**src/rtl/sbd_pkg.sv**
```systemverilog
// ----------------------------------------------------------------------------
// Sum-preserving bin downsampler package
// Widths, register indexes and the command and status bundles shared by
// the controller, the datapath and the top level.
// ----------------------------------------------------------------------------
package sbd_pkg;

  localparam int unsigned PeriodW  = 16;
  localparam int unsigned PhaseW   = 17;
  localparam int unsigned SampleW  = 16;
  localparam int unsigned BinW     = 32;
  localparam int unsigned IndexW   = 16;
  localparam int unsigned ProdW    = SampleW + PhaseW;
  localparam int unsigned CfgIdxW  = 8;
  localparam int unsigned DivSteps = ProdW;
  localparam int unsigned DivCntW  = $clog2(DivSteps);

  localparam logic [CfgIdxW-1:0] CfgInPeriod  = CfgIdxW'(0);
  localparam logic [CfgIdxW-1:0] CfgOutPeriod = CfgIdxW'(1);

  typedef struct packed {
    logic accept;
    logic mul;
    logic div_step;
    logic commit_exact;
    logic commit_split;
    logic close;
  } cmd_t;

  typedef struct packed {
    logic phase_eq;
    logic phase_gt;
    logic out_free;
  } sts_t;

endpackage

```
**src/rtl/sbd_ctrl.sv**
```systemverilog
// ----------------------------------------------------------------------------
// Sum-preserving bin downsampler controller
// Sequences one sample through evaluation, the share multiply, the
// bit-serial division and the commit of the output bin.
// ----------------------------------------------------------------------------
module sbd_ctrl (
  input  logic          clk_i,
  input  logic          rst_ni,
  input  logic          in_valid_i,
  input  sbd_pkg::sts_t sts_i,
  output sbd_pkg::cmd_t cmd_o,
  output logic          busy_o
);

  typedef enum logic [2:0] {
    StIdle,
    StEval,
    StMul,
    StDiv,
    StFin
  } state_e;

  state_e                         state_q;
  logic [sbd_pkg::DivCntW-1:0]    cnt_q;

  always_ff @(posedge clk_i or negedge rst_ni) begin
    if (!rst_ni) begin
      state_q <= StIdle;
      cnt_q   <= '0;
    end else begin
      case (state_q)
        StIdle: begin
          if (in_valid_i) state_q <= StEval;
        end
        StEval: begin
          if (sts_i.phase_gt) begin
            state_q <= StMul;
          end else if (!sts_i.phase_eq || sts_i.out_free) begin
            state_q <= StIdle;
          end
        end
        StMul: begin
          cnt_q   <= '0;
          state_q <= StDiv;
        end
        StDiv: begin
          cnt_q <= cnt_q + 1'b1;
          if (cnt_q == sbd_pkg::DivCntW'(sbd_pkg::DivSteps - 1)) state_q <= StFin;
        end
        StFin: begin
          if (sts_i.out_free) state_q <= StIdle;
        end
        default: state_q <= StIdle;
      endcase
    end
  end

  always_comb begin
    cmd_o              = '0;
    cmd_o.accept       = (state_q == StIdle) && in_valid_i;
    cmd_o.mul          = (state_q == StMul);
    cmd_o.div_step     = (state_q == StDiv);
    cmd_o.commit_exact = (state_q == StEval) && sts_i.phase_eq && sts_i.out_free;
    cmd_o.close        = (state_q == StEval) && !sts_i.phase_eq && !sts_i.phase_gt;
    cmd_o.commit_split = (state_q == StFin) && sts_i.out_free;
  end

  assign busy_o = (state_q != StIdle);

endmodule

```
**src/rtl/sbd_datapath.sv**
```systemverilog
// ----------------------------------------------------------------------------
// Sum-preserving bin downsampler datapath
// Holds the period registers, phase, carry and bin count, the share
// multiplier, a restoring divider and the output register.
// ----------------------------------------------------------------------------
module sbd_datapath (
  input  logic                          clk_i,
  input  logic                          rst_ni,
  input  sbd_pkg::cmd_t                 cmd_i,
  output sbd_pkg::sts_t                 sts_o,
  input  logic                          cfg_we_i,
  input  logic [sbd_pkg::CfgIdxW-1:0]   cfg_index_i,
  input  logic [sbd_pkg::PeriodW-1:0]   cfg_data_i,
  input  logic [sbd_pkg::SampleW-1:0]   sample_value_i,
  input  logic                          last_sample_i,
  input  logic                          out_stall_i,
  output logic                          out_valid_o,
  output logic [sbd_pkg::BinW-1:0]      bin_value_o,
  output logic [sbd_pkg::IndexW-1:0]    bin_index_o,
  output logic                          split_border_o
);

  logic [sbd_pkg::PeriodW-1:0] in_period_q, out_period_q;
  logic [sbd_pkg::PhaseW-1:0]  phase_q;
  logic [sbd_pkg::BinW-1:0]    carry_q;
  logic [sbd_pkg::IndexW-1:0]  bins_q;
  logic                        out_valid_q;
  logic [sbd_pkg::SampleW-1:0] value_q;
  logic                        last_q;
  logic [sbd_pkg::ProdW-1:0]   div_q;
  logic [sbd_pkg::PeriodW-1:0] rem_q;
  logic [sbd_pkg::BinW-1:0]    out_value_q;
  logic [sbd_pkg::IndexW-1:0]  out_index_q;
  logic                        out_split_q;

  logic [sbd_pkg::PhaseW-1:0]  out_period_ext;
  logic [sbd_pkg::PhaseW-1:0]  overshoot;
  logic [sbd_pkg::PeriodW:0]   rem_shift;
  logic [sbd_pkg::PeriodW:0]   rem_sub;
  logic                        rem_ge;
  logic                        round_up;
  logic [sbd_pkg::BinW-1:0]    share;
  logic                        finish;

  assign out_period_ext = {1'b0, out_period_q};
  assign overshoot      = phase_q - out_period_ext;
  assign rem_shift      = {rem_q, div_q[sbd_pkg::ProdW-1]};
  assign rem_sub        = rem_shift - {1'b0, in_period_q};
  assign rem_ge         = (rem_shift >= {1'b0, in_period_q});
  assign round_up       = (rem_q > {1'b0, in_period_q[sbd_pkg::PeriodW-1:1]});
  assign share          = (in_period_q == '0) ? '0
                        : div_q[sbd_pkg::BinW-1:0] + sbd_pkg::BinW'(round_up);
  assign finish         = cmd_i.commit_exact | cmd_i.commit_split | cmd_i.close;

  assign sts_o.phase_eq = (phase_q == out_period_ext);
  assign sts_o.phase_gt = (phase_q > out_period_ext);
  assign sts_o.out_free = !out_valid_q || !out_stall_i;

  always_ff @(posedge clk_i or negedge rst_ni) begin
    if (!rst_ni) begin
      in_period_q  <= sbd_pkg::PeriodW'(1);
      out_period_q <= sbd_pkg::PeriodW'(1);
      phase_q      <= '0;
      carry_q      <= '0;
      bins_q       <= '0;
      out_valid_q  <= 1'b0;
    end else begin
      if (cfg_we_i && cfg_index_i == sbd_pkg::CfgInPeriod) in_period_q <= cfg_data_i;
      if (cfg_we_i && cfg_index_i == sbd_pkg::CfgOutPeriod) out_period_q <= cfg_data_i;

      if (cmd_i.commit_exact || cmd_i.commit_split) begin
        out_valid_q <= 1'b1;
      end else if (!out_stall_i) begin
        out_valid_q <= 1'b0;
      end

      if (cmd_i.accept) begin
        phase_q <= phase_q + {1'b0, in_period_q};
        carry_q <= carry_q + sbd_pkg::BinW'(sample_value_i);
      end

      if (finish && last_q) begin
        phase_q <= '0;
        carry_q <= '0;
        bins_q  <= '0;
      end else if (cmd_i.commit_exact) begin
        phase_q <= '0;
        carry_q <= '0;
        bins_q  <= bins_q + 1'b1;
      end else if (cmd_i.commit_split) begin
        phase_q <= overshoot;
        carry_q <= share;
        bins_q  <= bins_q + 1'b1;
      end
    end
  end

  always_ff @(posedge clk_i) begin
    if (cmd_i.accept) begin
      value_q <= sample_value_i;
      last_q  <= last_sample_i;
    end
    if (cmd_i.mul) begin
      div_q <= sbd_pkg::ProdW'(value_q) * sbd_pkg::ProdW'(overshoot);
      rem_q <= '0;
    end else if (cmd_i.div_step) begin
      div_q <= {div_q[sbd_pkg::ProdW-2:0], rem_ge};
      rem_q <= rem_ge ? rem_sub[sbd_pkg::PeriodW-1:0] : rem_shift[sbd_pkg::PeriodW-1:0];
    end
    if (cmd_i.commit_exact) begin
      out_value_q <= carry_q;
      out_index_q <= bins_q;
      out_split_q <= 1'b0;
    end else if (cmd_i.commit_split) begin
      out_value_q <= carry_q - share;
      out_index_q <= bins_q;
      out_split_q <= 1'b1;
    end
  end

  assign out_valid_o    = out_valid_q;
  assign bin_value_o    = out_value_q;
  assign bin_index_o    = out_index_q;
  assign split_border_o = out_split_q;

endmodule

```
**src/rtl/sum_preserving_bin_downsampler_top.sv**
```systemverilog
// ----------------------------------------------------------------------------
// Sum-preserving bin downsampler
// Re-bins per-interval counts from in_period to out_period, keeping totals.
// ----------------------------------------------------------------------------
// One sample is taken at a time. A sample that closes no bin or lands
// exactly on a bin border is finished in evaluation; a sample whose border
// falls inside it also goes through the share multiply and the 33-step
// restoring division of the held-back share by in_period. The finished
// bin sits in an output register, so the next sample is taken while it
// waits to be transferred; only a second bin waits for the first to leave.
module sum_preserving_bin_downsampler_top (
  input  logic                          clk_i,
  input  logic                          rst_ni,
  input  logic                          in_valid_i,
  output logic                          in_stall_o,
  input  logic [sbd_pkg::SampleW-1:0]   sample_value_i,
  input  logic                          last_sample_i,
  output logic                          out_valid_o,
  input  logic                          out_stall_i,
  output logic [sbd_pkg::BinW-1:0]      bin_value_o,
  output logic [sbd_pkg::IndexW-1:0]    bin_index_o,
  output logic                          split_border_o,
  input  logic                          cfg_valid_i,
  output logic                          cfg_ready_o,
  input  logic [sbd_pkg::CfgIdxW-1:0]   cfg_index_i,
  input  logic [sbd_pkg::PeriodW-1:0]   cfg_data_i
);

  sbd_pkg::cmd_t cmd;
  sbd_pkg::sts_t sts;
  logic          busy;

  assign cfg_ready_o = 1'b1;
  assign in_stall_o  = busy;

  sbd_ctrl u_ctrl (
    .clk_i      (clk_i),
    .rst_ni     (rst_ni),
    .in_valid_i (in_valid_i),
    .sts_i      (sts),
    .cmd_o      (cmd),
    .busy_o     (busy)
  );

  sbd_datapath u_datapath (
    .clk_i          (clk_i),
    .rst_ni         (rst_ni),
    .cmd_i          (cmd),
    .sts_o          (sts),
    .cfg_we_i       (cfg_valid_i && cfg_ready_o),
    .cfg_index_i    (cfg_index_i),
    .cfg_data_i     (cfg_data_i),
    .sample_value_i (sample_value_i),
    .last_sample_i  (last_sample_i),
    .out_stall_i    (out_stall_i),
    .out_valid_o    (out_valid_o),
    .bin_value_o    (bin_value_o),
    .bin_index_o    (bin_index_o),
    .split_border_o (split_border_o)
  );

  a_busy_after_accept: assert property (@(posedge clk_i) disable iff (!rst_ni)
    in_valid_i && !in_stall_o |=> in_stall_o)
    else $error("block did not go busy after an input transfer");

  a_result_from_work: assert property (@(posedge clk_i) disable iff (!rst_ni)
    $rose(out_valid_o) |-> $past(in_stall_o))
    else $error("result appeared without a sample in work");

  a_commit_needs_room: assert property (@(posedge clk_i) disable iff (!rst_ni)
    (cmd.commit_exact || cmd.commit_split) |-> (!out_valid_o || !out_stall_i))
    else $error("bin committed over a stalled result");

endmodule
```
**config.mk**
```make
export PLATFORM = sky130hd
export DESIGN_NAME = sum_preserving_bin_downsampler_top
export DESIGN_NICKNAME = d
export VERILOG_FILES = /design/src/rtl/sbd_pkg.sv /design/src/rtl/sbd_ctrl.sv /design/src/rtl/sbd_datapath.sv /design/src/rtl/sum_preserving_bin_downsampler_top.sv
export SDC_FILE = /design/constraint.sdc
export NUM_CORES = 1
export LEC_CHECK = 0
export BUFFER_PORTS_ARGS = -buffer_cell sky130_fd_sc_hd__buf_2
export CAP_MARGIN = 20
export CORE_ASPECT_RATIO = 1.1
export CORE_UTILIZATION = 58
export CTS_CLUSTER_SIZE = 12
export DETAILED_ROUTE_END_ITERATION = 8
export PLACE_DENSITY = 0.76
export SLEW_MARGIN = 20
export SYNTH_ARGS = -nofsm -noshare
export SYNTH_HDL_FRONTEND = slang
export SYNTH_SLANG_ARGS = --single-unit
```
**constraint.sdc**
```tcl
create_clock -name clk_i -period 12.7 [get_ports clk_i]
set_input_delay 0 -clock clk_i [delete_from_list [all_inputs] [get_ports clk_i]]
set_output_delay 0 -clock clk_i [all_outputs]
set_load 0.02 [all_outputs]
```
==> results.json, run 1 <==
{
  "crit_required_ns": 12.98,
  "startpoint_type": "flip-flop",
  "drc_errors": 0,
  "finalCritPeriodShare_pct": 68.73,
  "ys.warnings.count": 0,
  "yosys-top-cells-count": "nand2_1 (379), inv_1 (322), fa_1 (213)",
  "status": "complete, no violations",
  "grt_setup_unrepaired": "false",
  "row_count": 77,
  "clk_pin_slew_ns": 0.06,
  "yosysTopAreaCell": "fa_1",
  "fmax_mhz": 114.6,
  "antenna_left": 0,
  "areaGrowthSynthToFinish_pct": 9.114,
  "cp_common_cell": "fa_1",
  "endpoint_kind": "flip-flop",
  "cts_root_buffer": "clkbuf_16",
  "start_util_pct": 58.74,
  "fillers": 3349,
  "hold_viol_final": 0,
  "fin_cells": 3283,
  "cts_made_buffers": 25,
  "synth-seq-cells": 222,
  "cp.arrival_ns": 9.01,
  "die_area_um2": 41400,
  "cts_setup_buffers": 0,
  "cp_slowest_stage_delay_ns": 0.54,
  "stdcell_area_um2": 25690,
  "cts_max_level": 1,
  "dr.pass1.iters": 6,
  "grt_first_pass_wirelength_um": 102400,
  "cpMaxStageDelayCell": "fa_1",
  "pre_cts_ws_ns": 4.042,
  "grt_max_degree": 61,
  "syn_inst": 2654,
  "grtUsageTotal_pct": 30.94,
  "regArea_um2": 5963,
  "antenna_found_initial": 0,
  "gp_congestion": 0.9791,
  "placed_cell_area_um2": 24560,
  "grt_overflow": 0,
  "synth_area_leaders": "fa_1 (18%), edfxtp_1 (12%), dfrtp_1 (11%)",
  "ys.flop_type": "dfrtp_1",
  "yosysSeqAreaShare_pct": 25.33,
  "wirelength_um": 62180,
  "worst_skew_pair.late_latency_ns": 0.54,
  "crit_fanout": 17,
  "drv_cap": 0,
  "synth_top_area_share_pct": 18.11,
  "drv_slew": 0,
  "ys_types": 81,
  "cts.sinks": 222,
  "min_path_type": "in -> reg",
  "path_class": "reg -> reg",
  "slew_headroom_pct": 30.56,
  "worst_pin_slew_ns": 1.040,
  "synth_edf_count": 98,
  "vias": 19650,
  "cts_tree": "yes",
  "port_buffers": 96,
  "core-area_um2": 40080,
  "tns_ns": 0,
  "wl_per_cell_um": 18.94,
  "layout-drive-gt1-share_pct": 7.617,
  "multi_input_area_um2": 16030,
  "setup_viol_count_final": 0,
  "ioPinCount": 98,
  "syn-cell-area_um2": 23540,
  "ctsResizeCount": 0,
  "dieWidth_um": 194.1,
  "layout_setup_ws_ns": 3.972,
  "period_needed_ns": 8.728,
  "syn-num-nets": 3119,
  "yosysMostFrequentCell": "nand2_1",
  "avgViaCountPerCell": 5.984,
  "synth-async-reset-ratio_pct": 48.20,
  "dp_cells": 3202,
  "clock_path_buffers": 3,
  "hpwl_um": 47720,
  "avgSynthCellArea_um2": 8.871,
  "grt_pass1_vias": 19870,
  "fin_skew_ns": 0.01759,
  "dr.first_iter.drc_count": 1449,
  "die_y_um": 213.3,
  "antenna_cells": 0,
  "nets": 3217
}
## routing by layer
layer | vias to the layer above | wire, um | global-route usage [%]
li1 | 9102 | - | -
met1 | 9706 | 25030 | 38.36
met2 | 680 | 31340 | 56.00
met3 | 158 | 3473 | 3.301
met4 | 0 | 2347 | 11.30
met5 | - | 0 | 0
## cells by family after synthesis
group,Yosys count,share of synthesized area (%)
AND/OR/NAND/NOR,884,17.76
AO/OA/AOI/OAI,526,13.87
adder cells (fa/ha/maj),419,29.06
buffers and inverters,415,6.680
flip-flops,222,25.33
XOR/XNOR,146,5.431
multiplexers,41,1.860
other,1,0.01593
## worst max-delay path: cells and delay by family, from the launching register on
| family | cells | cell delay (ns) |
|---|---|---|
| AO/OA/AOI/OAI | 13 | 2.86 |
| adder cells (fa/ha/maj) | 9 | 4.02 |
| flip-flops | 1 | 0.35 |
| XOR/XNOR | 2 | 0.27 |
| AND/OR/NAND/NOR | 3 | 0.51 |
| buffers and inverters | 6 | 0.47 |
## layout make-up
| class | instances | area share [%] |
|---|---|---|
| Multi-Input combinational cell | 2017 | 62.38 |
| Sequential cell | 222 | 23.21 |
| Inverter | 323 | 4.719 |
| Timing Repair Buffer | 163 | 4.189 |
| Clock buffer | 35 | 2.698 |
| Tap cell | 513 | 2.499 |
| Clock inverter | 10 | 0.3020 |
## state kept, by name, summed over array words and instances, names as in the netlist
name / flops
u_datapath.bins_q: 16
u_ctrl.cnt_q: 6
u_datapath.phase_q: 17
u_datapath.bin_value_o: 32
u_datapath.div_q: 33
u_datapath.value_q: 16
u_ctrl.state_q: 3
u_datapath.last_q: 1
u_datapath.carry_q: 32
u_datapath.bin_index_o: 16
u_datapath.out_period_q: 16
u_datapath.rem_q: 16
u_datapath.split_border_o: 1
u_datapath.in_period_q: 16
u_datapath.out_valid_o: 1
## stage by stage
step	hold slack, ns	util, %
4_1_cts	0.007179	64.10
3_5_place_dp	0.1482	61.28
3_3_place_gp	0.1495	61.28
2_1_floorplan	-0.2956	-
5_1_grt	0.04016	64.10
6_report	0.01498	64.10
## cell usage in the layout (no fill, tap or decap), types with 16 or more instances in the layout
| cell | count |
|---|---|
| a21o_1 | 50 |
| a21oi_1 | 124 |
| and2_1 | 116 |
| and3_1 | 23 |
| buf_2 | 95 |
| buf_4 | 32 |
| clkbuf_16 | 25 |
| dfrtp_1 | 105 |
| dfxtp_1 | 17 |
| dlygate4sd3_1 | 36 |
| edfxtp_1 | 98 |
| fa_1 | 213 |
| ha_1 | 206 |
| inv_1 | 322 |
| mux2_2 | 22 |
| mux2i_1 | 19 |
| nand2_1 | 379 |
| nand2b_1 | 22 |
| nand3_1 | 51 |
| nand4_1 | 31 |
| nor2_1 | 146 |
| nor2b_1 | 40 |
| nor3_1 | 21 |
| o21a_1 | 21 |
| o21ai_0 | 178 |
| o21bai_1 | 16 |
| xnor2_1 | 91 |
| xor2_1 | 54 |
## path summary, 6_finish.rpt
kind	from	to	slack, ns	cells after the start
worst max-delay path	u_datapath.phase_q[0]	u_datapath.div_q[31]	3.97	33
worst min register to register	u_datapath.bins_q[6]	u_datapath.bin_index_o[6]	0.49	0
worst min-delay path	cfg_index_i[0]	u_datapath.in_period_q[3]	0.01	5
max in group asynchronous	rst_ni	u_datapath.in_period_q[8]	11.38	3
min in group asynchronous	rst_ni	u_datapath.carry_q[12]	0.10	2
worst max register to register	u_datapath.phase_q[0]	u_datapath.div_q[31]	3.97	33
## timing repair
action / CTS / global route
hold buffers: 36 / 0
setup endpoints to repair: 0 / 0
endpoints found under the hold margin: 111 / 0
Power of run 1 is left out: the tool's default activity adds up to more than one toggle a clock period on the data nets, which glitch-free logic cannot reach.
==> inputs of run 2 (changes only) <==
--- a/config.mk
+++ b/config.mk
@@ -5,13 +5,14 @@
 export SDC_FILE = /design/constraint.sdc
 export NUM_CORES = 1
 export LEC_CHECK = 0
+export ABC_AREA = 1
 export BUFFER_PORTS_ARGS = -buffer_cell sky130_fd_sc_hd__buf_2
 export CAP_MARGIN = 20
 export CORE_ASPECT_RATIO = 1.1
 export CORE_UTILIZATION = 58
 export CTS_CLUSTER_SIZE = 12
 export DETAILED_ROUTE_END_ITERATION = 8
-export PLACE_DENSITY = 0.76
+export PLACE_DENSITY = 0.78
 export SLEW_MARGIN = 20
 export SYNTH_ARGS = -nofsm -noshare
 export SYNTH_HDL_FRONTEND = slang
==> constraint.sdc (replaced) <==
create_clock -name clk_i -period 7.35 [get_ports clk_i]
set_input_delay 0 -clock clk_i [delete_from_list [all_inputs] [get_ports clk_i]]
set_output_delay 0 -clock clk_i [all_outputs]
set_load 0.02 [all_outputs]
==> results.json, run 2 <==
{
  "worst_pin_slew_ns": 1.061,
  "ioPinCount": 98,
  "dr.first_iter.drc_count": 2411,
  "fin_cells": 4458,
  "syn_inst": 3720,
  "core-area_um2": 44390,
  "worst_skew_pair.late_latency_ns": 0.58,
  "antenna_left": 0,
  "grt_first_pass_wirelength_um": 130200,
  "drv_slew": 0,
  "dp_cells": 4365,
  "slew_headroom_pct": 29.27,
  "dieWidth_um": 204.2,
  "wirelength_um": 83420,
  "crit_required_ns": 7.65,
  "antenna_found_initial": 2,
  "vias": 25070,
  "cts_tree": "yes",
  "synth-seq-cells": 222,
  "synth_top_area_share_pct": 16.35,
  "final_cell_mix": "nand2_1 (1078), inv_1 (613), nor2_1 (388), nand3_1 (263), fa_1 (212)",
  "startpoint_type": "flip-flop",
  "layout.cells.most_common": "nand2_1",
  "min_path_type": "in -> reg",
  "ys.warnings.count": 0,
  "wl_met1_um": 34110,
  "yosysSeqAreaShare_pct": 22.86,
  "avgSynthCellArea_um2": 7.012,
  "grt_max_degree": 71,
  "grt_overflow": 0,
  "fin_skew_ns": 0.02333,
  "syn-cell-area_um2": 26080,
  "cts.sinks": 222,
  "cts_max_level": 1,
  "highest_layer": "met5",
  "hold_viol_final": 0,
  "largest_reg_flops": 33,
  "yosysTopAreaCell": "fa_1",
  "clock_path_buffers": 3,
  "wl_per_cell_um": 18.71,
  "wl_met2_um": 37730,
  "finalCritPeriodShare_pct": 96.33,
  "clk_pin_slew_ns": 0.06,
  "drc_errors": 0,
  "cts_root_buffer": "clkbuf_16",
  "period_needed_ns": 7.080,
  "synth_area_leaders": "fa_1 (16%), nand2_1 (16%), edfxtp_1 (11%)",
  "yosysMostFrequentCell": "nand2_1",
  "cts_made_buffers": 27,
  "dr.pass1.iters": 7,
  "grt_pass1_vias": 24370,
  "setup_viol_count_final": 0,
  "areaGrowthSynthToFinish_pct": 10.34,
  "nets": 4321,
  "gp_congestion": 0.9952,
  "syn-num-nets": 4185,
  "grtUsageTotal_pct": 37.00,
  "hpwl_um": 65900,
  "status": "complete, no violations",
  "ys_types": 49,
  "synth-async-reset-ratio_pct": 48.20,
  "cp.arrival_ns": 7.38,
  "drv_cap": 0,
  "regMostFlops": "u_datapath.div_q",
  "crit_fanout": 7,
  "layout-drive-gt1-share_pct": 7.198,
  "port_buffers": 96,
  "met3_length_um": 7135,
  "die_y_um": 224.4,
  "start_util_pct": 58.76,
  "path_class": "reg -> reg",
  "synth_edf_count": 98,
  "endpoint_kind": "flip-flop",
  "fmax_mhz": 141.2,
  "ys.flop_type": "dfrtp_1",
  "die_area_um2": 45820,
  "avgViaCountPerCell": 5.622,
  "yosys-top-cells-count": "nand2_1 (1087), inv_1 (616), nor2_1 (396)",
  "row_count": 81
}
run 2: cell count changes after synthesis, sizes merged, moves of 22 or more:
cell,previous run,this run
mux2,22,0
inv,323,620
xnor2,92,27
nor3,22,49
nor2,151,398
a21o,50,10
and2,118,5
nand3,51,266
o21ai,182,205
and3,23,1
nand2,379,1093
nor2b,40,0
run 2: per-layer routing:
metal	track usage, %	vias to the layer above
met2	59.62	1160
met3	6.897	256
met1	47.66	11670
li1	-	11980
met5	0	-
met4	18.37	4
run 2: worst paths after layout:
path | from | slack [ns] | endpoint | cells after the start
min in group asynchronous | rst_ni | 0.47 | u_datapath.bins_q[4] | 4
max in group asynchronous | rst_ni | 5.89 | u_datapath.carry_q[2] | 4
hold / removal | last_sample_i | 0.16 | u_datapath.last_q | 2
setup reg to reg | u_datapath.phase_q[9] | 0.27 | u_datapath.div_q[21] | 27
setup / recovery | u_datapath.phase_q[9] | 0.27 | u_datapath.div_q[21] | 27
hold reg to reg | u_datapath.bins_q[15] | 0.46 | u_datapath.bin_index_o[15] | 0
run 2: critical path, stage by stage, from the launching register on:
cell and delay (ns):
dfrtp_1 0.44, ha_1 0.41, nand2_1 0.14, nor2_1 0.22
nand4_1 0.17, nand3_1 0.12, nand2_1 0.06, nand2_2 0.16
buf_4 0.21, nand2_1 0.09, fa_1 0.50, fa_1 0.50
inv_1 0.05, fa_1 0.55, fa_1 0.45, fa_1 0.55
inv_1 0.05, fa_1 0.54, inv_1 0.04, ha_1 0.35
a21oi_1 0.21, a21boi_1 0.31, nand2_1 0.09, nand2_1 0.06
nand3_1 0.08, or2_2 0.28, nand3_1 0.07, o21ai_0 0.08
run 2: timing repair:
action                                  CTS  global route
gates resized for setup                   0            56
endpoints found under the setup margin    0            21
hold buffers                             38             0
buffers inserted                          0             5
hold endpoints to repair                 90             0
run 2: layout make-up:
| class | count | area (um2) |
|---|---|---|
| Antenna cell | 1 | 2.502 |
| Sequential cell | 222 | 5963 |
| Fill cell | 4143 | 15610 |
| Clock inverter | 18 | 153.9 |
| Tap cell | 581 | 726.9 |
| Multi-Input combinational cell | 2791 | 17580 |
| Clock buffer | 31 | 690.7 |
| Timing Repair Buffer | 191 | 1309 |
| Inverter | 623 | 2354 |
run 2: per-stage QoR:
stage / setup TNS (ns) / cell area, um2 / worst slack, ns / utilization [%] / hold WS (ns)
finish: 0 / 28780 / 0.2695 / 64.83 / 0.1624
global route: -0.06371 / 28780 / -0.03571 / 64.83 / 0.1515
CTS: 0 / 28560 / 0.02172 / 64.35 / 0.1332
detailed placement: 0 / 27330 / 0.03265 / 61.57 / -0.01121
global placement: 0 / 27330 / 0.1062 / 61.57 / -0.008136
floorplan: 0 / 26080 / 0.6108 / - / -0.2956
run 2: logic make-up after synthesis:
group                    Yosys count  synth area share [%]
AO/OA/AOI/OAI                    400                 8.155
XOR/XNOR                          64                 2.207
adder cells (fa/ha/maj)          419                 26.23
buffers and inverters            707                 10.37
flip-flops                       222                 22.86
other                              1               0.01438
AND/OR/NAND/NOR                 1907                 30.16
Power of run 2 is left out for the same reason.
